File: config.mk
export PLATFORM = sky130hd
export DESIGN_NAME = de9im_predicate_evaluator_flat
export DESIGN_NICKNAME = d
export VERILOG_FILES = /design/src/sv/d9p_pkg.sv /design/src/sv/d9p_stream_if.sv /design/src/sv/d9p_eval.sv /design/src/sv/de9im_predicate_evaluator.sv /design/src/flat_wrapper.sv
export SDC_FILE = /design/constraint.sdc
export NUM_CORES = 1
export LEC_CHECK = 0
export BUFFER_PORTS_ARGS = -buffer_cell sky130_fd_sc_hd__buf_2
export CORE_ASPECT_RATIO = 1.1
export CORE_MARGIN = 1
export CORE_UTILIZATION = 35
export DETAILED_ROUTE_END_ITERATION = 16
export GPL_TIMING_DRIVEN = 0
export PLACE_DENSITY = 0.65
export SETUP_SLACK_MARGIN = 0.1
export SLEW_MARGIN = 20
export SYNTH_ARGS = -nofsm -noshare
export SYNTH_HDL_FRONTEND = slang
export SYNTH_SLANG_ARGS = --single-unit
File: constraint.sdc
create_clock -name clk -period 2.2 [get_ports clk]
set_clock_uncertainty 0.15 [all_clocks]
set_input_delay 0.11 -clock clk [delete_from_list [all_inputs] [get_ports clk]]
set_output_delay 0.11 -clock clk [all_outputs]
set_load 0.02 [all_outputs]
File: src/sv/d9p_pkg.sv
// Shared types, codes and sizes for the DE-9IM predicate evaluator.
`default_nettype none

package d9p_pkg;

	// matrix geometry and pattern register layout
	localparam int unsigned N_CELLS   = 9;
	localparam int unsigned CELL_W    = 3;
	localparam int unsigned DIM_W     = 2;
	localparam int unsigned PATTERN_W = N_CELLS * CELL_W;

	// APB port sizes
	localparam int unsigned APB_DATA_W = 32;
	localparam int unsigned APB_ADDR_W = 3;

	// register index, taken from paddr[2]
	localparam logic REG_REQUIRED_PATTERN = 1'b0;

	// cell codes
	localparam logic [CELL_W-1:0] CELL_EMPTY    = 3'd0;
	localparam logic [CELL_W-1:0] CELL_POINT    = 3'd1;
	localparam logic [CELL_W-1:0] CELL_LINE     = 3'd2;
	localparam logic [CELL_W-1:0] CELL_AREA     = 3'd3;
	localparam logic [CELL_W-1:0] CELL_NONEMPTY = 3'd4;
	localparam logic [CELL_W-1:0] CELL_DONTCARE = 3'd5;

	// pattern symbol codes
	localparam logic [CELL_W-1:0] SYM_ANY = 3'd0;
	localparam logic [CELL_W-1:0] SYM_T   = 3'd1;
	localparam logic [CELL_W-1:0] SYM_F   = 3'd2;
	localparam logic [CELL_W-1:0] SYM_D0  = 3'd3;
	localparam logic [CELL_W-1:0] SYM_D1  = 3'd4;
	localparam logic [CELL_W-1:0] SYM_D2  = 3'd5;

	// geometry dimension codes
	localparam logic [DIM_W-1:0] DIM_POINT = 2'd0;
	localparam logic [DIM_W-1:0] DIM_LINE  = 2'd1;
	localparam logic [DIM_W-1:0] DIM_AREA  = 2'd2;
	localparam logic [DIM_W-1:0] DIM_BAD   = 2'd3;

	// one input item
	typedef struct packed {
		logic [CELL_W-1:0] cell_ii;
		logic [CELL_W-1:0] cell_ib;
		logic [CELL_W-1:0] cell_ie;
		logic [CELL_W-1:0] cell_bi;
		logic [CELL_W-1:0] cell_bb;
		logic [CELL_W-1:0] cell_be;
		logic [CELL_W-1:0] cell_ei;
		logic [CELL_W-1:0] cell_eb;
		logic [CELL_W-1:0] cell_ee;
		logic [DIM_W-1:0]  dim_a;
		logic [DIM_W-1:0]  dim_b;
	} matrix_t;

	// one result item
	typedef struct packed {
		logic is_disjoint;
		logic is_intersecting;
		logic is_touching;
		logic is_crossing;
		logic is_within;
		logic is_containing;
		logic is_equal;
		logic is_overlapping;
		logic is_covering;
		logic is_covered;
		logic pattern_hit;
	} predicates_t;

endpackage

`default_nettype wire

File: src/sv/d9p_stream_if.sv
// Valid/ready stream channel carrying one payload item per handshake.
`default_nettype none

interface d9p_stream_if #(
	parameter type T = logic
);
	logic valid;
	logic ready;
	T     data;

	modport source (output valid, output data, input ready);
	modport sink   (input valid, input data, output ready);
endinterface

`default_nettype wire

File: src/sv/d9p_eval.sv
// Combinational predicate and pattern evaluation for one matrix.
`default_nettype none

module d9p_eval (
	input  wire  d9p_pkg::matrix_t                    matrix,
	input  wire  logic [d9p_pkg::PATTERN_W-1:0]       pattern,
	output d9p_pkg::predicates_t                      preds
);

	// point, line, area or nonempty; dontcare and unused codes are not
	function automatic logic is_ne(input logic [d9p_pkg::CELL_W-1:0] c);
		return (c == d9p_pkg::CELL_POINT) || (c == d9p_pkg::CELL_LINE) ||
		       (c == d9p_pkg::CELL_AREA) || (c == d9p_pkg::CELL_NONEMPTY);
	endfunction

	function automatic logic is_em(input logic [d9p_pkg::CELL_W-1:0] c);
		return c == d9p_pkg::CELL_EMPTY;
	endfunction

	// one cell against one pattern symbol; unused symbols match nothing
	function automatic logic sym_ok(input logic [d9p_pkg::CELL_W-1:0] c,
	                                input logic [d9p_pkg::CELL_W-1:0] s);
		logic ok;
		case (s)
			d9p_pkg::SYM_ANY: ok = 1'b1;
			d9p_pkg::SYM_T:   ok = is_ne(c);
			d9p_pkg::SYM_F:   ok = (c == d9p_pkg::CELL_EMPTY);
			d9p_pkg::SYM_D0:  ok = (c == d9p_pkg::CELL_POINT);
			d9p_pkg::SYM_D1:  ok = (c == d9p_pkg::CELL_LINE);
			d9p_pkg::SYM_D2:  ok = (c == d9p_pkg::CELL_AREA);
			default:          ok = 1'b0;
		endcase
		return ok;
	endfunction

	logic [d9p_pkg::CELL_W-1:0] cells [d9p_pkg::N_CELLS];
	logic [d9p_pkg::N_CELLS-1:0] cell_hit;
	logic [d9p_pkg::DIM_W-1:0] da, db;
	logic dims_ok, disj, common;

	// row-major cell order, matching the pattern register layout
	assign cells[0] = matrix.cell_ii;
	assign cells[1] = matrix.cell_ib;
	assign cells[2] = matrix.cell_ie;
	assign cells[3] = matrix.cell_bi;
	assign cells[4] = matrix.cell_bb;
	assign cells[5] = matrix.cell_be;
	assign cells[6] = matrix.cell_ei;
	assign cells[7] = matrix.cell_eb;
	assign cells[8] = matrix.cell_ee;

	assign da = matrix.dim_a;
	assign db = matrix.dim_b;
	assign dims_ok = (da != d9p_pkg::DIM_BAD) && (db != d9p_pkg::DIM_BAD);

	// per-cell pattern match
	always_comb begin
		for (int k = 0; k < d9p_pkg::N_CELLS; k++) begin
			cell_hit[k] = sym_ok(cells[k], pattern[k*d9p_pkg::CELL_W +: d9p_pkg::CELL_W]);
		end
	end

	assign disj = is_em(matrix.cell_ii) && is_em(matrix.cell_ib) &&
	              is_em(matrix.cell_bi) && is_em(matrix.cell_bb);
	assign common = is_ne(matrix.cell_ii) || is_ne(matrix.cell_ib) ||
	                is_ne(matrix.cell_bi) || is_ne(matrix.cell_bb);

	// predicates
	always_comb begin
		preds.is_disjoint     = disj;
		preds.is_intersecting = !disj;

		// every valid pair except point/point
		preds.is_touching = dims_ok &&
		                    !((da == d9p_pkg::DIM_POINT) && (db == d9p_pkg::DIM_POINT)) &&
		                    is_em(matrix.cell_ii) &&
		                    (is_ne(matrix.cell_ib) || is_ne(matrix.cell_bi) ||
		                     is_ne(matrix.cell_bb));

		// lower-dimension A looks at ie, higher-dimension A at ei; equal lines need a point ii
		preds.is_crossing = 1'b0;
		if (dims_ok) begin
			if (da < db) begin
				preds.is_crossing = is_ne(matrix.cell_ii) && is_ne(matrix.cell_ie);
			end else if (da > db) begin
				preds.is_crossing = is_ne(matrix.cell_ii) && is_ne(matrix.cell_ei);
			end else if (da == d9p_pkg::DIM_LINE) begin
				preds.is_crossing = (matrix.cell_ii == d9p_pkg::CELL_POINT);
			end
		end

		preds.is_within = is_ne(matrix.cell_ii) && is_em(matrix.cell_ie) &&
		                  is_em(matrix.cell_be);
		preds.is_containing = is_ne(matrix.cell_ii) && is_em(matrix.cell_ei) &&
		                      is_em(matrix.cell_eb);
		preds.is_equal = (da == db) && is_ne(matrix.cell_ii) &&
		                 is_em(matrix.cell_ie) && is_em(matrix.cell_be) &&
		                 is_em(matrix.cell_ei) && is_em(matrix.cell_eb);

		// only for equal dimensions
		preds.is_overlapping = 1'b0;
		if (da == db) begin
			if ((da == d9p_pkg::DIM_POINT) || (da == d9p_pkg::DIM_AREA)) begin
				preds.is_overlapping = is_ne(matrix.cell_ii) && is_ne(matrix.cell_ie) &&
				                       is_ne(matrix.cell_ei);
			end else if (da == d9p_pkg::DIM_LINE) begin
				preds.is_overlapping = (matrix.cell_ii == d9p_pkg::CELL_LINE) &&
				                       is_ne(matrix.cell_ie) && is_ne(matrix.cell_ei);
			end
		end

		preds.is_covering = common && is_em(matrix.cell_ei) && is_em(matrix.cell_eb);
		preds.is_covered  = common && is_em(matrix.cell_ie) && is_em(matrix.cell_be);
		preds.pattern_hit = &cell_hit;
	end

endmodule

`default_nettype wire

File: src/sv/de9im_predicate_evaluator.sv
// Top level of the DE-9IM predicate evaluator: input/result registers and APB register.
//
// Usage:
//   in_ch  : sink stream of matrix items (nine cell codes plus both dimensions).
//   out_ch : source stream of predicate items, one per input item, in order.
//   APB    : one register, required_pattern, at byte address 0 (paddr[2] selects
//            the register; addresses with paddr[2] set read 0 and ignore writes).
//            Write it only while no item is in flight.
// Path: an accepted item goes through the input register, then the result register, to out_ch.
// Throughput: one item per cycle while out_ch.ready is high; the input register
//   and the result register each move whenever the stage after them is empty or
//   drains that cycle; the predicate logic between is a single pass of shallow gates.
// Stall: when out_ch.ready is low the result register holds; an empty input register
//   still takes one more item, after which in_ch.ready drops until out_ch drains.
// Reset: arst_n low clears both stage valid flags and sets required_pattern to 0.
`default_nettype none

module de9im_predicate_evaluator (
	input  wire logic                              clk,
	input  wire logic                              arst_n,
	d9p_stream_if.sink                             in_ch,
	d9p_stream_if.source                           out_ch,
	input  wire logic                              psel,
	input  wire logic                              penable,
	input  wire logic                              pwrite,
	input  wire logic [d9p_pkg::APB_ADDR_W-1:0]    paddr,
	input  wire logic [d9p_pkg::APB_DATA_W-1:0]    pwdata,
	output logic      [d9p_pkg::APB_DATA_W-1:0]    prdata,
	output logic                                   pready
);

	logic [d9p_pkg::PATTERN_W-1:0] pattern_q;
	logic                          valid_s1, valid_s2;
	logic                          ready_s1, ready_s2;
	d9p_pkg::matrix_t              matrix_s1;
	d9p_pkg::predicates_t          preds_c, preds_s2;

	// configuration register
	assign pready = 1'b1;

	always_ff @(posedge clk or negedge arst_n) begin
		if (!arst_n) begin
			pattern_q <= '0;
		end else if (psel && penable && pwrite && pready &&
		             (paddr[2] == d9p_pkg::REG_REQUIRED_PATTERN)) begin
			pattern_q <= pwdata[d9p_pkg::PATTERN_W-1:0];
		end
	end

	always_comb begin
		prdata = '0;
		if (paddr[2] == d9p_pkg::REG_REQUIRED_PATTERN) begin
			prdata[d9p_pkg::PATTERN_W-1:0] = pattern_q;
		end
	end

	// stage enables: a stage loads when it is empty or its contents move on
	assign ready_s2    = !valid_s2 || out_ch.ready;
	assign ready_s1    = !valid_s1 || ready_s2;
	assign in_ch.ready = ready_s1;

	// input register
	always_ff @(posedge clk or negedge arst_n) begin
		if (!arst_n) begin
			valid_s1 <= 1'b0;
		end else if (ready_s1) begin
			valid_s1 <= in_ch.valid;
		end
	end

	always_ff @(posedge clk) begin
		if (ready_s1 && in_ch.valid) begin
			matrix_s1 <= in_ch.data;
		end
	end

	d9p_eval u_eval (
		.matrix  (matrix_s1),
		.pattern (pattern_q),
		.preds   (preds_c)
	);

	// result register
	always_ff @(posedge clk or negedge arst_n) begin
		if (!arst_n) begin
			valid_s2 <= 1'b0;
		end else if (ready_s2) begin
			valid_s2 <= valid_s1;
		end
	end

	always_ff @(posedge clk) begin
		if (ready_s2 && valid_s1) begin
			preds_s2 <= preds_c;
		end
	end

	assign out_ch.valid = valid_s2;
	assign out_ch.data  = preds_s2;

	// checks
	a_int_vs_disj: assert property (@(posedge clk) disable iff (!arst_n)
		valid_s2 |-> (preds_s2.is_intersecting != preds_s2.is_disjoint))
		else $error("intersecting is not the complement of disjoint");

	a_equal_implies: assert property (@(posedge clk) disable iff (!arst_n)
		(valid_s2 && preds_s2.is_equal) |->
		(preds_s2.is_within && preds_s2.is_containing &&
		 preds_s2.is_covering && preds_s2.is_covered))
		else $error("equal result without within/contains/covers/covered");

	a_touch_not_within: assert property (@(posedge clk) disable iff (!arst_n)
		(valid_s2 && preds_s2.is_touching) |->
		(!preds_s2.is_within && !preds_s2.is_crossing && !preds_s2.is_overlapping))
		else $error("touching result conflicts with an interior predicate");

	a_s1_holds: assert property (@(posedge clk) disable iff (!arst_n)
		(valid_s1 && !ready_s2) |=> (valid_s1 && $stable(matrix_s1)))
		else $error("input stage item lost while result stage stalled");

	a_s2_fills: assert property (@(posedge clk) disable iff (!arst_n)
		(valid_s1 && ready_s2) |=> valid_s2)
		else $error("input stage item did not reach result stage");

endmodule

`default_nettype wire
File: src/flat_wrapper.sv
// flat-port wrapper written by rule: the top's interface ports become plain ports
module de9im_predicate_evaluator_flat 
  (clk, arst_n, psel, penable, pwrite, paddr, pwdata, prdata, pready, in_ch_valid, in_ch_data, in_ch_ready, out_ch_valid, out_ch_data, out_ch_ready);
  d9p_stream_if in_ch_i ();
  d9p_stream_if out_ch_i ();
  input  wire logic clk;
  input  wire logic arst_n;
  input  wire logic psel;
  input  wire logic penable;
  input  wire logic pwrite;
  input  wire logic [d9p_pkg::APB_ADDR_W-1:0] paddr;
  input  wire logic [d9p_pkg::APB_DATA_W-1:0] pwdata;
  output logic      [d9p_pkg::APB_DATA_W-1:0] prdata;
  output logic pready;
  input wire logic [$bits(in_ch_i.valid)-1:0] in_ch_valid;
  input wire logic [$bits(in_ch_i.data)-1:0] in_ch_data;
  output wire logic [$bits(in_ch_i.ready)-1:0] in_ch_ready;
  output wire logic [$bits(out_ch_i.valid)-1:0] out_ch_valid;
  output wire logic [$bits(out_ch_i.data)-1:0] out_ch_data;
  input wire logic [$bits(out_ch_i.ready)-1:0] out_ch_ready;
  assign in_ch_i.valid = in_ch_valid;
  assign in_ch_i.data = in_ch_data;
  assign in_ch_ready = in_ch_i.ready;
  assign out_ch_valid = out_ch_i.valid;
  assign out_ch_data = out_ch_i.data;
  assign out_ch_i.ready = out_ch_ready;
  de9im_predicate_evaluator u_core (.clk(clk), .arst_n(arst_n), .in_ch(in_ch_i), .out_ch(out_ch_i), .psel(psel), .penable(penable), .pwrite(pwrite), .paddr(paddr), .pwdata(pwdata), .prdata(prdata), .pready(pready));
endmodule
==> metrics.md <==
| Metric | Value |
|---|---|
| Main combinational cell family by area after synthesis | multiplexers |
| Top cells by area, synth | dfrtp_1, mux2_4, nor2b_1, mux2_2, buf_4 |
| Core area | 4020 sq um |
| Vert. Die Dim | 70.4 um |
| Worst skew pair latency | between 200 and 300 ps |
| Layout overhead on the synthesized area | 54.0% |
| VDD IR max | 481 uV |
| Synth Cell Area | 1490 sq um |
| Rows | 24 |
| Vias | ~1,200 |
| Mean post-synth cell area | about 14 sq um |
| Inst Count DP | 228 |
| CTS Buf Count | 5 |
| Timing-limited maximum frequency | 654 MHz |
| Final non-filler cell total | 267 |
| RSZ-0062 raised after global routing | false |
| Routed Antenna Nets | 0 |
| PwrDens | 745 nW/um^2 |
| Placed inst area | 1890 sq um |
| PortBufs | 64 |
| Post-CTS Setup Inserts | 0 |
| Vias in the first global route | 1,278 |
| Wire per inst | 12.9 um |
| Pins Over Slew Limit | 0 |
| CTS clk-pin slew, worst paths | about 60 ps |
| Slew @ Worst Pin | approximately 650 ps |
| Die area | 4510 sq um |
| Wirelength, routed | 3460 um |
| Clock Path Buffers | 2 |
| Final min period | approximately 1500 ps |
| Max Fanout on Critical Path | 3 |
| Leading area contributor after synthesis | dfrtp_1 |
| Vias per inst | 4.33 |
| Gp weighted congestion | 0.751 |
| #FFs+latches synth | 30 |
| Status | completed |
| Setup crit end kind | register |
| Drt pass-1 iters | 3 |
| Post-synthesis simple-gate area fraction | 18.1% |
| Mux cell area share after synthesis | 25.5% |
| Worst Hold Class | in -> reg |
| DRT iter0 DRCs | 28 |
| Pin count of the biggest net entering global routing | 30 |
| Post-route setup slack | 672 ps |
| Synth warnings | 0 |
| Synth Area in XOR/XNOR | 0% |
| Leakage dissipation | 1.20 nW |
| Setup violations, final | 0 |
| Aggregate negative setup slack | 0 ps |
| Crit path from | u_core.pattern_q[0] |
| Clk sink count | 30 |
| Synth cell count leaders | dfrtp_1, nor2b_1, mux2_4, mux2_2, buf_4 |
| Die width | between 60 and 70 um |
| R2r worst-path depth | 2 |
| Mapped Cells | 108 |
| Crit path DAT | approximately 1500 ps |
| Gr usage total | 16.8% |
| CP required | 2150 ps |
| GR Overflow Total | 0 |
| Number of flops mapped to enable cells by yosys | 1 |
| Unique masters post-synth | 17 |
| Tcrit/Tclk final | 69.5% |
| First-pass GRT wire length | between 5000 and 6000 um |
| FF-to-FF End | u_core.out_ch.data |
| Initial antenna violation count | 0 |
| Starting density of the core | ~37% |
| Ports | 79 |
| CTS root buffer | clkbuf_8 |
| DP Worst Slack | 685 ps |
| DP Wirelength | around 2300 um |
| Register area share after synthesis | 50.8% |
| Fin nets | 257 |
| TritonCTS clock tree | done |
| Share of layout cells above drive strength 1 | 49.8% |
| Post-Synth Adder-Cell Area | 0% |
| FFs w/ async S/R, synth | 96.7% |
| Share of the synthesized area in the top cell type | roughly half |
| Max-cap violations | 0 |
| Overall power | 0.00170 W |
| Antenna Cells | 0 |
| Crit path launch type | register |
| Reg2reg start | u_core.pattern_q[0] |
| Worst reg2reg setup slack | 670 ps |
| Compound-cell area share of the yosys netlist | 0% |
| Critical path type | reg -> reg |
| Final hold violations | 0 |
| Rel. slew slack | 56.6% |
| H-tree levels | 2 |
| End point of the critical path | u_core.out_ch.data |
| Most frequent cell after synthesis | dfrtp_1 |
| Most used DFF post-synth | dfrtp_1 |
| Remaining DRCs | 0 |
| Fin area | 2290 sq um |
[state kept, by name (all words and copies together) (netlist names)]
| signal | count |
|---|---|
| u_core.out_ch.data | 1 |
| u_core.pattern_q | 27 |
| u_core.valid_s1 | 1 |
| u_core.out_ch.valid | 1 |
[power by group]
part | leakage (nW) | total [W] | switching, W | internal [W]
registers | 0.355 | 0.000746 | 0.0000773 | 0.000669
clock network | 0.0482 | 0.000449 | 0.000197 | 0.000252
logic | 0.798 | 0.000510 | 0.000219 | 0.000291
[cells in the final DEF (no fill, tap or decap)]
master / netlist / routed
nor4_1: 4 / 4
edfxtp_1: 1 / 1
nor2b_1: 22 / 22
dfrtp_1: 29 / 29
mux2_4: 20 / 20
buf_4: 6 / 6
dlygate4sd3_1: 0 / 31
nand4b_4: 1 / 1
and2_1: 1 / 1
buf_6: 2 / 2
mux2_2: 7 / 7
or4_1: 1 / 1
nand3_1: 1 / 1
clkbuf_1: 2 / 3
nand3b_1: 1 / 1
buf_2: 0 / 64
nand2b_1: 3 / 3
clkinv_2: 0 / 1
clkbuf_8: 0 / 6
and2b_1: 5 / 5
conb_1: 2 / 6
[worst max-delay path: stages (launching register included)]
cell and delay [ps]:
dfrtp_1 400, or4_1 570, nor4_1 240
[how the worst min path moves through the flow]
stage                       start              endpoint  slack (ps)  cells past startpoint
after CTS                 penable  u_core.pattern_q[26]         160                      3
final                     penable  u_core.pattern_q[26]         160                      3
after global placement     arst_n  u_core.pattern_q[16]          10                      1
after floorplan            arst_n   u_core.out_ch.valid        -340                      0
after detailed placement   arst_n  u_core.pattern_q[16]          30                      1
after global routing      penable  u_core.pattern_q[15]         180                      3
[cells by family (layout without fill, tap and decap cells)]
kind of cell / after synthesis / count (layout)
simple gates: 39 / 39
flops: 30 / 30
mux: 27 / 27
buf+inv: 10 / 113
other cells: 2 / 6
[metrics by stage]
step           util [%]  hold WS [ps]
6_report           56.9           157
5_1_grt            56.9           179
4_1_cts            56.9           156
3_5_place_dp       46.9          27.3
3_3_place_gp       46.9          12.2
2_1_floorplan         -          -336
[final cells by class]
type | instances | area, sq um
fillers | 370 | 1740
flip-flops and latches | 30 | 756
multi-input cells | 72 | 671
repair buffers | 95 | 631
clock buffers | 7 | 86.3
plain buffers | 10 | 75.1
well taps | 52 | 65.1
clock inverters | 1 | 5.00
[layer usage]
layer | vias up | GRT usage, % | share of wire, %
met3 | 7 | 5.23 | 5.8
met4 | 0 | 7.65 | 1.8
met5 | - | 0 | 0
met2 | 46 | 29.4 | 51
li1 | 560 | - | -
met1 | 544 | 18.4 | 42
[repair_timing]
action / in CTS / in global routing
hold buffers: 31 / 0
gates resized for setup: 0 / 0
hold endpoints to repair: 58 / 0
setup endpoints to repair: 0 / 0
Note: power is estimated with default switching activity, not from simulation.
